## src/rtl/jsu_pkg.sv

```systemverilog
// Shared types, constants and decode functions for the JSON string unescape unit.
package jsu_pkg;

	localparam logic [7:0] CH_QUOTE  = 8'h22;
	localparam logic [7:0] CH_BSLASH = 8'h5C;
	localparam logic [7:0] CH_SLASH  = 8'h2F;
	localparam logic [7:0] CH_LO_B   = 8'h62;
	localparam logic [7:0] CH_LO_F   = 8'h66;
	localparam logic [7:0] CH_LO_N   = 8'h6E;
	localparam logic [7:0] CH_LO_R   = 8'h72;
	localparam logic [7:0] CH_LO_T   = 8'h74;
	localparam logic [7:0] CH_LO_U   = 8'h75;
	localparam logic [7:0] CH_BS     = 8'h08;
	localparam logic [7:0] CH_FF     = 8'h0C;
	localparam logic [7:0] CH_LF     = 8'h0A;
	localparam logic [7:0] CH_CR     = 8'h0D;
	localparam logic [7:0] CH_TAB    = 8'h09;

	typedef enum logic [1:0] {
		MODE_IDLE = 2'd0,
		MODE_STR  = 2'd1,
		MODE_ESC  = 2'd2,
		MODE_HEX  = 2'd3
	} mode_t;

	typedef enum logic [2:0] {
		ST_IN      = 3'd0,
		ST_CLOSED  = 3'd1,
		ST_NOQUOTE = 3'd2,
		ST_BADESC  = 3'd3,
		ST_BADHEX  = 3'd4,
		ST_TRUNC   = 3'd5
	} status_t;

	typedef struct packed {
		logic [7:0] in_byte;
		logic       final_byte;
	} item_t;

	typedef struct packed {
		logic [7:0] out_byte;
		logic       byte_valid;
		status_t    status;
		logic       last;
	} result_t;

	// One decoded input: up to three bytes, all sharing one status.
	typedef struct packed {
		logic [2:0][7:0] bytes;
		logic [1:0]      last_idx;
		logic            byte_valid;
		status_t         status;
	} job_t;

	// {invalid, value}
	function automatic logic [4:0] hex_value(input logic [7:0] c);
		logic [4:0] r;
		r = 5'h10;
		if (c >= 8'h30 && c <= 8'h39) r = {1'b0, 4'(c - 8'h30)};
		else if (c >= 8'h61 && c <= 8'h66) r = {1'b0, 4'(c - 8'h57)};
		else if (c >= 8'h41 && c <= 8'h46) r = {1'b0, 4'(c - 8'h37)};
		return r;
	endfunction

	// {known, byte} for single-byte escapes
	function automatic logic [8:0] esc_value(input logic [7:0] c);
		logic [8:0] r;
		unique case (c)
			CH_QUOTE:  r = {1'b1, CH_QUOTE};
			CH_BSLASH: r = {1'b1, CH_BSLASH};
			CH_SLASH:  r = {1'b1, CH_SLASH};
			CH_LO_B:   r = {1'b1, CH_BS};
			CH_LO_F:   r = {1'b1, CH_FF};
			CH_LO_N:   r = {1'b1, CH_LF};
			CH_LO_R:   r = {1'b1, CH_CR};
			CH_LO_T:   r = {1'b1, CH_TAB};
			default:   r = 9'h000;
		endcase
		return r;
	endfunction

endpackage

```

## src/rtl/jsu_front.sv

```systemverilog
// Front end: string state machine, escape and hex decode, UTF-8 encode into jobs.
module jsu_front (
	input  logic           clk,
	input  logic           arst_n,
	input  logic           accept,
	input  jsu_pkg::item_t item,
	output jsu_pkg::job_t  job
);
	import jsu_pkg::*;

	mode_t       mode_q, mode_d;
	logic [1:0]  seen_q, seen_d;
	logic [11:0] cp_q, cp_d;   // only the low 12 bits survive to the last digit
	logic [4:0]  hv;
	logic [8:0]  ev;
	logic [15:0] cp_full;
	logic [7:0]  c;
	logic        fin;

	always_ff @(posedge clk or negedge arst_n) begin
		if (!arst_n) begin
			mode_q <= MODE_IDLE;
			seen_q <= '0;
			cp_q   <= '0;
		end else if (accept) begin
			mode_q <= mode_d;
			seen_q <= seen_d;
			cp_q   <= cp_d;
		end
	end

	always_comb begin
		c       = item.in_byte;
		fin     = item.final_byte;
		hv      = hex_value(c);
		ev      = esc_value(c);
		cp_full = {cp_q, hv[3:0]};
		mode_d  = mode_q;
		seen_d  = seen_q;
		cp_d    = cp_q;
		job     = '{bytes: '0, last_idx: 2'd0, byte_valid: 1'b0, status: ST_IN};
		unique case (mode_q)
			MODE_IDLE: begin
				if (c != CH_QUOTE) job.status = ST_NOQUOTE;
				else if (fin) job.status = ST_TRUNC;
				else mode_d = MODE_STR;
			end
			MODE_STR: begin
				if (c == CH_QUOTE) begin
					job.status = ST_CLOSED;
					mode_d     = MODE_IDLE;
				end else if (fin) begin
					job.status = ST_TRUNC;
					mode_d     = MODE_IDLE;
				end else if (c == CH_BSLASH) begin
					mode_d = MODE_ESC;
				end else begin
					job.bytes[0]   = c;
					job.byte_valid = 1'b1;
				end
			end
			MODE_ESC: begin
				if (c == CH_LO_U) begin
					if (fin) begin
						job.status = ST_TRUNC;
						mode_d     = MODE_IDLE;
					end else begin
						mode_d = MODE_HEX;
					end
					seen_d = '0;
					cp_d   = '0;
				end else if (!ev[8]) begin
					job.status = ST_BADESC;
					mode_d     = MODE_IDLE;
				end else if (fin) begin
					job.status = ST_TRUNC;
					mode_d     = MODE_IDLE;
				end else begin
					job.bytes[0]   = ev[7:0];
					job.byte_valid = 1'b1;
					mode_d         = MODE_STR;
				end
			end
			MODE_HEX: begin
				if (hv[4]) begin
					job.status = ST_BADHEX;
					mode_d     = MODE_IDLE;
					seen_d     = '0;
					cp_d       = '0;
				end else if (fin) begin
					job.status = ST_TRUNC;
					mode_d     = MODE_IDLE;
					seen_d     = '0;
					cp_d       = '0;
				end else if (seen_q != 2'd3) begin
					cp_d   = cp_full[11:0];
					seen_d = seen_q + 2'd1;
				end else begin
					mode_d         = MODE_STR;
					seen_d         = '0;
					cp_d           = '0;
					job.byte_valid = 1'b1;
					if (cp_full < 16'h0080) begin
						job.bytes[0] = cp_full[7:0];
					end else if (cp_full < 16'h0800) begin
						job.bytes[0] = {3'b110, cp_full[10:6]};
						job.bytes[1] = {2'b10, cp_full[5:0]};
						job.last_idx = 2'd1;
					end else begin
						job.bytes[0] = {4'b1110, cp_full[15:12]};
						job.bytes[1] = {2'b10, cp_full[11:6]};
						job.bytes[2] = {2'b10, cp_full[5:0]};
						job.last_idx = 2'd2;
					end
				end
			end
			default: mode_d = MODE_IDLE;
		endcase
	end

endmodule

```

## src/rtl/jsu_queue.sv

```systemverilog
// Small job queue between the front end and the back end.
module jsu_queue #(
	parameter int DEPTH = 4
) (
	input  logic          clk,
	input  logic          arst_n,
	input  logic          wr,
	input  jsu_pkg::job_t wr_job,
	input  logic          rd,
	output jsu_pkg::job_t rd_job,
	output logic          full,
	output logic          empty
);
	import jsu_pkg::*;

	localparam int PW = (DEPTH > 1) ? $clog2(DEPTH) : 1;
	localparam int CW = $clog2(DEPTH + 1);
	localparam logic [PW-1:0] LAST_PTR = PW'(DEPTH - 1);
	localparam logic [CW-1:0] FULL_CNT = CW'(DEPTH);

	job_t          mem_q [DEPTH];
	logic [PW-1:0] wp_q, rp_q;
	logic [CW-1:0] cnt_q;

	assign full   = (cnt_q == FULL_CNT);
	assign empty  = (cnt_q == '0);
	assign rd_job = mem_q[rp_q];

	always_ff @(posedge clk) begin
		if (wr) mem_q[wp_q] <= wr_job;
	end

	always_ff @(posedge clk or negedge arst_n) begin
		if (!arst_n) begin
			wp_q  <= '0;
			rp_q  <= '0;
			cnt_q <= '0;
		end else begin
			if (wr) wp_q <= (wp_q == LAST_PTR) ? '0 : wp_q + PW'(1);
			if (rd) rp_q <= (rp_q == LAST_PTR) ? '0 : rp_q + PW'(1);
			if (wr && !rd) cnt_q <= cnt_q + CW'(1);
			else if (rd && !wr) cnt_q <= cnt_q - CW'(1);
		end
	end

endmodule

```

## src/rtl/jsu_back.sv

```systemverilog
// Back end: holds one job and hands out its result words one per pop.
module jsu_back (
	input  logic             clk,
	input  logic             arst_n,
	input  jsu_pkg::job_t    job,
	input  logic             job_avail,
	output logic             job_take,
	input  logic             pop,
	output logic             empty,
	output jsu_pkg::result_t result
);
	import jsu_pkg::*;

	job_t       cur_q;
	logic       valid_q;
	logic [1:0] idx_q;
	logic       is_last;
	logic       done;

	assign is_last  = (idx_q == cur_q.last_idx);
	assign done     = pop && valid_q && is_last;
	assign job_take = job_avail && (!valid_q || done);
	assign empty    = !valid_q;

	always_comb begin
		case (idx_q)
			2'd1:    result.out_byte = cur_q.bytes[1];
			2'd2:    result.out_byte = cur_q.bytes[2];
			default: result.out_byte = cur_q.bytes[0];
		endcase
		result.byte_valid = cur_q.byte_valid;
		result.status     = cur_q.status;
		result.last       = is_last;
	end

	always_ff @(posedge clk) begin
		if (job_take) cur_q <= job;
	end

	always_ff @(posedge clk or negedge arst_n) begin
		if (!arst_n) begin
			valid_q <= 1'b0;
			idx_q   <= '0;
		end else if (job_take) begin
			valid_q <= 1'b1;
			idx_q   <= '0;
		end else if (done) begin
			valid_q <= 1'b0;
			idx_q   <= '0;
		end else if (pop && valid_q) begin
			idx_q <= idx_q + 2'd1;
		end
	end

endmodule

```

## src/rtl/json_string_unescape_unit.sv

```systemverilog
// Top level of the JSON string unescape unit: front end, job queue, back end.
//
// Input channel: push/full with an item word (in_byte, final_byte). A word is
//   taken at a clock edge with push high and full low. One word per cycle is
//   taken as long as the job queue has room.
// Result channel: empty/pop with a result word (out_byte, byte_valid, status,
//   last). While empty is low the oldest result sits on the port; pop takes it.
// Every input word becomes one job in the front end in the cycle it is taken:
//   one to three result words, the final one marked by last.
// With queue and back end idle, the job of a taken input word is written into
//   the job queue, then loaded into the back end; its first result word is then
//   on the port, where pop can take it.
// Throughput: one result word per cycle while pop stays high. Every input
//   gives at least one word, so input runs one per cycle only while words per
//   input average one; a \u escape gives up to eight words from six inputs,
//   so long runs are paced by the result side; the queue fills and full rises.
// The job queue (QUEUE_DEPTH entries) decouples the two sides: if pop stays
//   low, results wait and input continues until the queue fills, then full rises.
// Reset (arst_n low) returns the decoder to idle (awaiting an opening quote)
//   and drops every queued and pending result.
module json_string_unescape_unit #(
	parameter int QUEUE_DEPTH = 4
) (
	input  logic             clk,
	input  logic             arst_n,
	input  logic             push,
	output logic             full,
	input  jsu_pkg::item_t   item,
	output logic             empty,
	input  logic             pop,
	output jsu_pkg::result_t result
);
	import jsu_pkg::*;

	logic accept;
	job_t fe_job;     // decoded job from the front end
	job_t q_job;      // head of the job queue
	logic q_empty;
	logic q_take;

	assign accept = push && !full;

	// Decoder state machine; classifies each accepted word
	jsu_front u_front (
		.clk    (clk),
		.arst_n (arst_n),
		.accept (accept),
		.item   (item),
		.job    (fe_job)
	);

	jsu_queue #(
		.DEPTH (QUEUE_DEPTH)
	) u_queue (
		.clk    (clk),
		.arst_n (arst_n),
		.wr     (accept),
		.wr_job (fe_job),
		.rd     (q_take),
		.rd_job (q_job),
		.full   (full),
		.empty  (q_empty)
	);

	// Serializes each job into its result words
	jsu_back u_back (
		.clk       (clk),
		.arst_n    (arst_n),
		.job       (q_job),
		.job_avail (!q_empty),
		.job_take  (q_take),
		.pop       (pop),
		.empty     (empty),
		.result    (result)
	);

endmodule

```

## config.mk

```make
export PLATFORM = sky130hd
export DESIGN_NAME = json_string_unescape_unit
export DESIGN_NICKNAME = d
export VERILOG_FILES = /design/src/rtl/jsu_pkg.sv /design/src/rtl/jsu_front.sv /design/src/rtl/jsu_queue.sv /design/src/rtl/jsu_back.sv /design/src/rtl/json_string_unescape_unit.sv
export SDC_FILE = /design/constraint.sdc
export NUM_CORES = 1
export LEC_CHECK = 0
export ABC_AREA = 1
export BUFFER_PORTS_ARGS = -buffer_cell sky130_fd_sc_hd__buf_2
export CORE_MARGIN = 5
export CORE_UTILIZATION = 50
export DETAILED_ROUTE_END_ITERATION = 10
export GPL_ROUTABILITY_DRIVEN = 0
export GPL_TIMING_DRIVEN = 0
export PLACE_DENSITY = 0.69
export SLEW_MARGIN = 20
export SYNTH_ARGS = -nofsm -noshare
export SYNTH_HDL_FRONTEND = slang
export SYNTH_SLANG_ARGS = --single-unit
```

## constraint.sdc

```tcl
create_clock -name clk -period 2.39 [get_ports clk]
set_input_delay 0.1195 -clock clk [delete_from_list [all_inputs] [get_ports clk]]
set_output_delay 0.1195 -clock clk [all_outputs]
set_load 0.05 [all_outputs]
```

### Word-level counts from Yosys, hierarchy flattened

Memory sizes are Yosys's and may differ from the RTL's. A register that Yosys moved wholly into a read port is not among the register bits.
Cells that the tools add are included.

| word-level totals | value |
|---|---|
| memory bits (writable) | 120 |
| memories | 1 |
| output and inout port bits | 15 |
| bits of input ports | 13 |
| register bits | 26 |

Memories:

| memory | words | bits a word | read ports | clocked after Yosys merged registers in | write ports | line | text |
|---|---|---|---|---|---|---|---|
| u_queue.mem_q | 4 | 30 | 1 | 1 | 1 | jsu_queue.sv:21 | `job_t mem_q [DEPTH];` |

| operators by class | value |
|---|---|
| reductions and logical operators | 23 |
| add/subtract/negate cells | 9 |
| mux-type cells | 70 |
| eq/ne operators | 25 |
| $lt $le $gt $ge | 8 |

Operators with widths:

| operator | number |
|---|---|
| $mux 27 | 3 |
| $pmux 9 s8 | 1 |
| $mux 8 | 8 |
| $eq 8x7->1 const B | 7 |
| $mux 12 | 4 |
| $mux 16 | 3 |
| $mux 2 | 21 |
| $mux 3 | 8 |
| $pmux 12 s2 | 1 |
| $pmux 8 s3 | 1 |
| $eq 8x6->1 const B | 2 |
| $ge 8x7->1 const B | 2 |
| $le 8x7->1 const B | 2 |
| $lt 16x12->1 const B | 1 |
| $lt 16x8->1 const B | 1 |
| $pmux 8 s2 | 1 |
| $mux 5 | 3 |
| $mux 1 | 12 |
| $pmux 3 s4 | 1 |
| $eq 2x2->1 const B | 5 |
| $logic_and 1x1->1 | 9 |
| $add 2x1->2 const B | 4 |
| $ge 8x6->1 const B | 1 |
| $le 8x6->1 const B | 1 |
| 23 further kinds | 33 |

### Depth between registers and ports, before layout

| depth | value |
|---|---|
| word-level depth | 12 |
| depth in mapped cells | 13 |
| depth with buffers taken out | 13 |

### Modules after synthesis

Synthesis repeated with hierarchy kept, for this count alone.

| second synthesis, totals | value |
|---|---|
| cell total of the unflattened synthesis | 778 |
| area total of the unflattened synthesis | 8227.9 um^2 |

Modules (own cells, without submodules):

| module | cells each | instances | sequential area each (um^2) | area an instance (um^2) |
|---|---|---|---|---|
| jsu_queue | 401 | 1 | 3778.6 | 5222.5 |
| jsu_front | 271 | 1 | 400.4 | 1681.6 |
| jsu_back | 103 | 1 | 975.9 | 1310.0 |
| json_string_unescape_unit | 3 | 1 | 0.0 | 13.8 |

### Least setup slack after synthesis

Ideal clock, no wire load.

| timing path | value |
|---|---|
| path kind | register to register |
| start point | reg u_queue.cnt_q[0] |
| end point | mem u_queue.mem_q[0][0] (netlist bit), enable pin |
| stages on the path, launching flop included | 5 |
| setup time | 0.411 ns |
| arrival | 1.886 ns |
| data required time | 1.979 ns |
| setup slack | 0.093 ns |
| buffers on the path | 0 |
| cell sequence | dfrtp_1 > inv_1 > nand3_1 > nand2_1 > nor2_1 |

| between the ends | value |
|---|---|
| longest elaborated chain between the ends | 5 |

Ends and longest elaborated chain:

| what | line | text |
|---|---|---|
| start: declaration | jsu_queue.sv:23 | `logic [CW-1:0] cnt_q;` |
| start signal: assignment | jsu_queue.sv:41 | `if (wr && !rd) cnt_q <= cnt_q + CW'(1);` |
| start signal: assignment | jsu_queue.sv:42 | `else if (rd && !wr) cnt_q <= cnt_q - CW'(1);` |
| $eq 3x3->1 | jsu_queue.sv:25 | `assign full = (cnt_q == FULL_CNT);` |
| $logic_not 1->1 | json_string_unescape_unit.sv:41 | `assign accept = push && !full;` |
| $logic_and 1x1->1 | json_string_unescape_unit.sv:41 |  |
| $mux 1 | jsu_queue.sv:30 | `if (wr) mem_q[wp_q] <= wr_job;` |
| $mux 1 (not written as such) | jsu_queue.sv:30 |  |
| end: declaration | jsu_queue.sv:21 |  |

Every way passes these cells.

==> flow_metrics.tcl <==
set metrics [dict create \
    internal_power_mw 6.38 \
    grt_first_pass_wirelength_mm 27.9 \
    cts_sink_cnt 161 \
    worstSetupStartpoint "u_queue.rp_q[0]$_DFFE_PN0P_" \
    min_period_ns 2.30 \
    htreeDepth 4 \
    setup_viol_count_final 0 \
    cap_viol_max_count 0 \
    wirelength_mm 17.1 \
    timing.critical_path.from_type "flop" \
    switching_share_pct 39.4 \
    synth_sequential_area_ratio_pct 63.4 \
    io_pins 28 \
    timing.hold.worst_endpoint "u_front.mode_q[0]$_DFFE_PN0P_" \
    fin_tns_setup_ns 0 \
    layout_common_cells "sky130_fd_sc_hd__edfxtp_1, sky130_fd_sc_hd__nand2_1, sky130_fd_sc_hd__nor2_1" \
    layout.cells.most_common "sky130_fd_sc_hd__edfxtp_1" \
    wl_per_cell_um 18.2 \
    detail_route.vias_per_cell 5.69 \
    layout_worst_path_cycle_share_pct 96.1 \
    grt_antenna_before_repair 0 \
    reg2regPathDepth 5 \
    critPathMaxStageDelay_ns 0.48 \
    worstPathMaxFanout 10 \
    postSynthNetCount 720 \
    start_util_pct 51.0 \
    final_layout_size_suffix_gt1_share_pct 16.4 \
    p_per_area_nw_per_um2 1240 \
    drtIter0Drc 536 \
    grt_setup_unrepaired "yes" \
    worst-path-buf-inv 3 \
    run_status "completed" \
    post_synth_instance_area_sq_um 7410 \
    core-area_sq_um 14500 \
    hold_depth 6 \
    most_common_cell_on_crit_path "sky130_fd_sc_hd__clkbuf_1" \
    cts_tree "built" \
    drt-pass1-iter-count 6 \
    floorplan.rows 44 \
    layoutNonFillerInstCount 940 \
    synth.avg_cell_area_sq_um 10.7 \
    diodes 0 \
    peak_vdd_ir_v 0.000527 \
    hpwl_after_dpl_mm 11.9 \
    worst-endpoint-required_ns 2.55 \
    slew_headroom_pct 54.0 \
    grtUsageTotal_pct 20.3 \
    report.final.slew_viol_count 0 \
    worstMarginPinSlew_ns 0.689 \
    switchingPower_mw 4.14 \
    port-buffer-count 27 \
    finalHoldViolations 0 \
    die_height_um 132 \
    comb_pwr_share_pct 35.3 \
    end_of_the_worst_register_to_register_path "u_back.cur_q[27]$_DFFE_PP_" \
    worstPathArrival_ns 2.46 \
    global_route.overflow_total 0 \
    drc_errors 0 \
    yosys_warnings 0 \
    die-width_um 132 \
    timing.critical_path.depth 5 \
    worst-setup-path-type "flop to flop" \
    finish.net_count 770 \
    post-place-cells 908 \
    clk_pin_slew_ns 0.07 \
    critical_r2r_launch "u_queue.rp_q[0]$_DFFE_PN0P_" \
    syn2layout_area_growth_pct 14.8 \
    sequential_share_of_power_pct 39.2 \
    ys_types 38 \
    ys_ff_latch 161 \
    clk_latency_ns 0.43 \
    worst_setup_path_end_kind "flop" \
    largest_net_degree_at_the_start_of_global_routing 32 \
    post_cts.repair.setup_buffers 0 \
    critPathSlowestCell "sky130_fd_sc_hd__clkbuf_1" \
    dieArea_sq_um 17400 \
    min_from "item[0]" \
    routed-via-count 5352 \
    worst_path_cell_trace "clkbuf_1, clkinvlp_4, clkbuf_1, o21ai_0, o22ai_1" \
    holdCritPathClass "primary input to flop" \
    top_cell_family_by_delay_on_the_critical_path "buffers and inverters" \
    skew_ns 0.0161 \
    p_leak_nw 3.27 \
    cts.path.max_buffers 2 \
    route.antenna.remaining_nets 0 \
    cts_bufs_inserted 17 \
    cts_root_buffer "sky130_fd_sc_hd__clkbuf_16" \
    p_clk_share_pct 25.5 \
    max_freq_ghz 0.435 \
    first_global_vias 5289 \
    register_to_register_setup_slack_ns 0.09 \
    synth_cells 693 \
]
==> worst reg2reg max path: stages (launching register included) <==
cell and delay, ns:
sky130_fd_sc_hd__dfrtp_1 0.39, sky130_fd_sc_hd__clkbuf_1 0.48, sky130_fd_sc_hd__clkinvlp_4 0.42, sky130_fd_sc_hd__clkbuf_1 0.36, sky130_fd_sc_hd__o21ai_0 0.28, sky130_fd_sc_hd__o22ai_1 0.12
==> worst max-delay path by stage <==
| stage | to | slack [ns] |
|---|---|---|
| after floorplan | u_queue.mem_q[0][0]$_DFFE_PP_ | 0.09 |
| after global routing | u_queue.cnt_q[2]$_DFFE_PN0P_ | -0.003 |
| final | u_back.cur_q[27]$_DFFE_PP_ | 0.09 |
| after detailed placement | u_queue.rp_q[1]$_DFFE_PN0P_ | -0.16 |
| after global placement | u_queue.mem_q[0][10]$_DFFE_PP_ | -1.02 |
| after CTS | result[10] | 0.11 |
==> cell usage after synthesis (all sizes together) <==
library cell	number	area (sq um)
nand3	35	215
o21a	2	15.0
xnor2	2	17.5
o21ai	84	458
nand4	15	106
inv	69	259
a31oi	1	6.26
nand2	105	417
a21oi	28	140
a22oi	5	37.5
buf	10	72.6
o22ai	32	200
ha	13	163
edfxtp	135	4050
clkinv	3	11.3
dfrtp	26	651
clkbuf	16	60.1
xor2	4	50.1
nor3	5	36.3
or2	3	18.8
fa	1	20.0
nor2	99	407
==> metal layers <==
layer  global-route usage, %  routed length, um  up-vias
met3                    4.35               1130       28
li1                        -                  -     2519
met1                    26.9               7170     2585
met5                       0                  0        -
met2                    33.8               8490      220
met4                    6.11                296        0
==> stage by stage <==
stage	util (%)	setup WS (ns)	total power [mW]	instance area, sq um	hold slack (ns)
floorplan	-	0.0926	6.64	7410	-0.176
global placement	53.5	-1.02	7.63	7780	0.161
detailed placement	54.3	-0.161	7.87	7900	0.177
CTS	58.5	0.112	10.5	8500	0.0810
global route	58.6	-0.00338	11.1	8510	0.103
finish	58.6	0.0922	10.5	8510	0.0882
==> what timing repair did <==
action / 4_1_cts / 5_1_grt
resized for setup: 2 / 4
endpoints found under the setup margin: 36 / 9
pin swaps: 0 / 0
hold buffers: 1 / 0
endpoints found under the hold margin: 26 / 0
==> state kept, by name, summed over array words and instances, names as in the netlist <==
signal and cells:
u_queue.mem_q 108, u_back.cur_q 23, u_front.cp_q 12, u_back.result 4, u_queue.cnt_q 3, u_back.idx_q 2, u_front.mode_q 2, u_front.seen_q 2
u_queue.rp_q 2, u_queue.wp_q 2, u_back.valid_q 1
==> kinds of logic after synthesis <==
| kind of cell | synth area share (%) |
|---|---|
| and+or+nand+nor | 16.2 |
| adders and majority gates | 2.46 |
| buffers and inverters | 5.43 |
| DFF | 63.4 |
| xor gates and xnor gates | 0.911 |
| AOI/OAI and AO/OA | 11.6 |
==> power groups by stage <==
stage	Sequential [mW]	Combinational, mW	Clock (mW)
after detailed placement	4.18	3.70	0
after floorplan	4.12	2.52	0
after global routing	4.18	4.09	2.82
final	4.12	3.71	2.68
after global placement	4.18	3.45	0
after CTS	4.12	3.72	2.69
==> layout make-up <==
type	count	area (sq um)
clock buffer	17	425
sequential	161	4710
buffer	25	129
tap	184	230
fill	1164	6020
inverter	72	278
clock inverter	15	168
timing repair buffer	32	233
multi-input combinational	434	2340
Note: power is estimated with default switching activity, not from simulation.
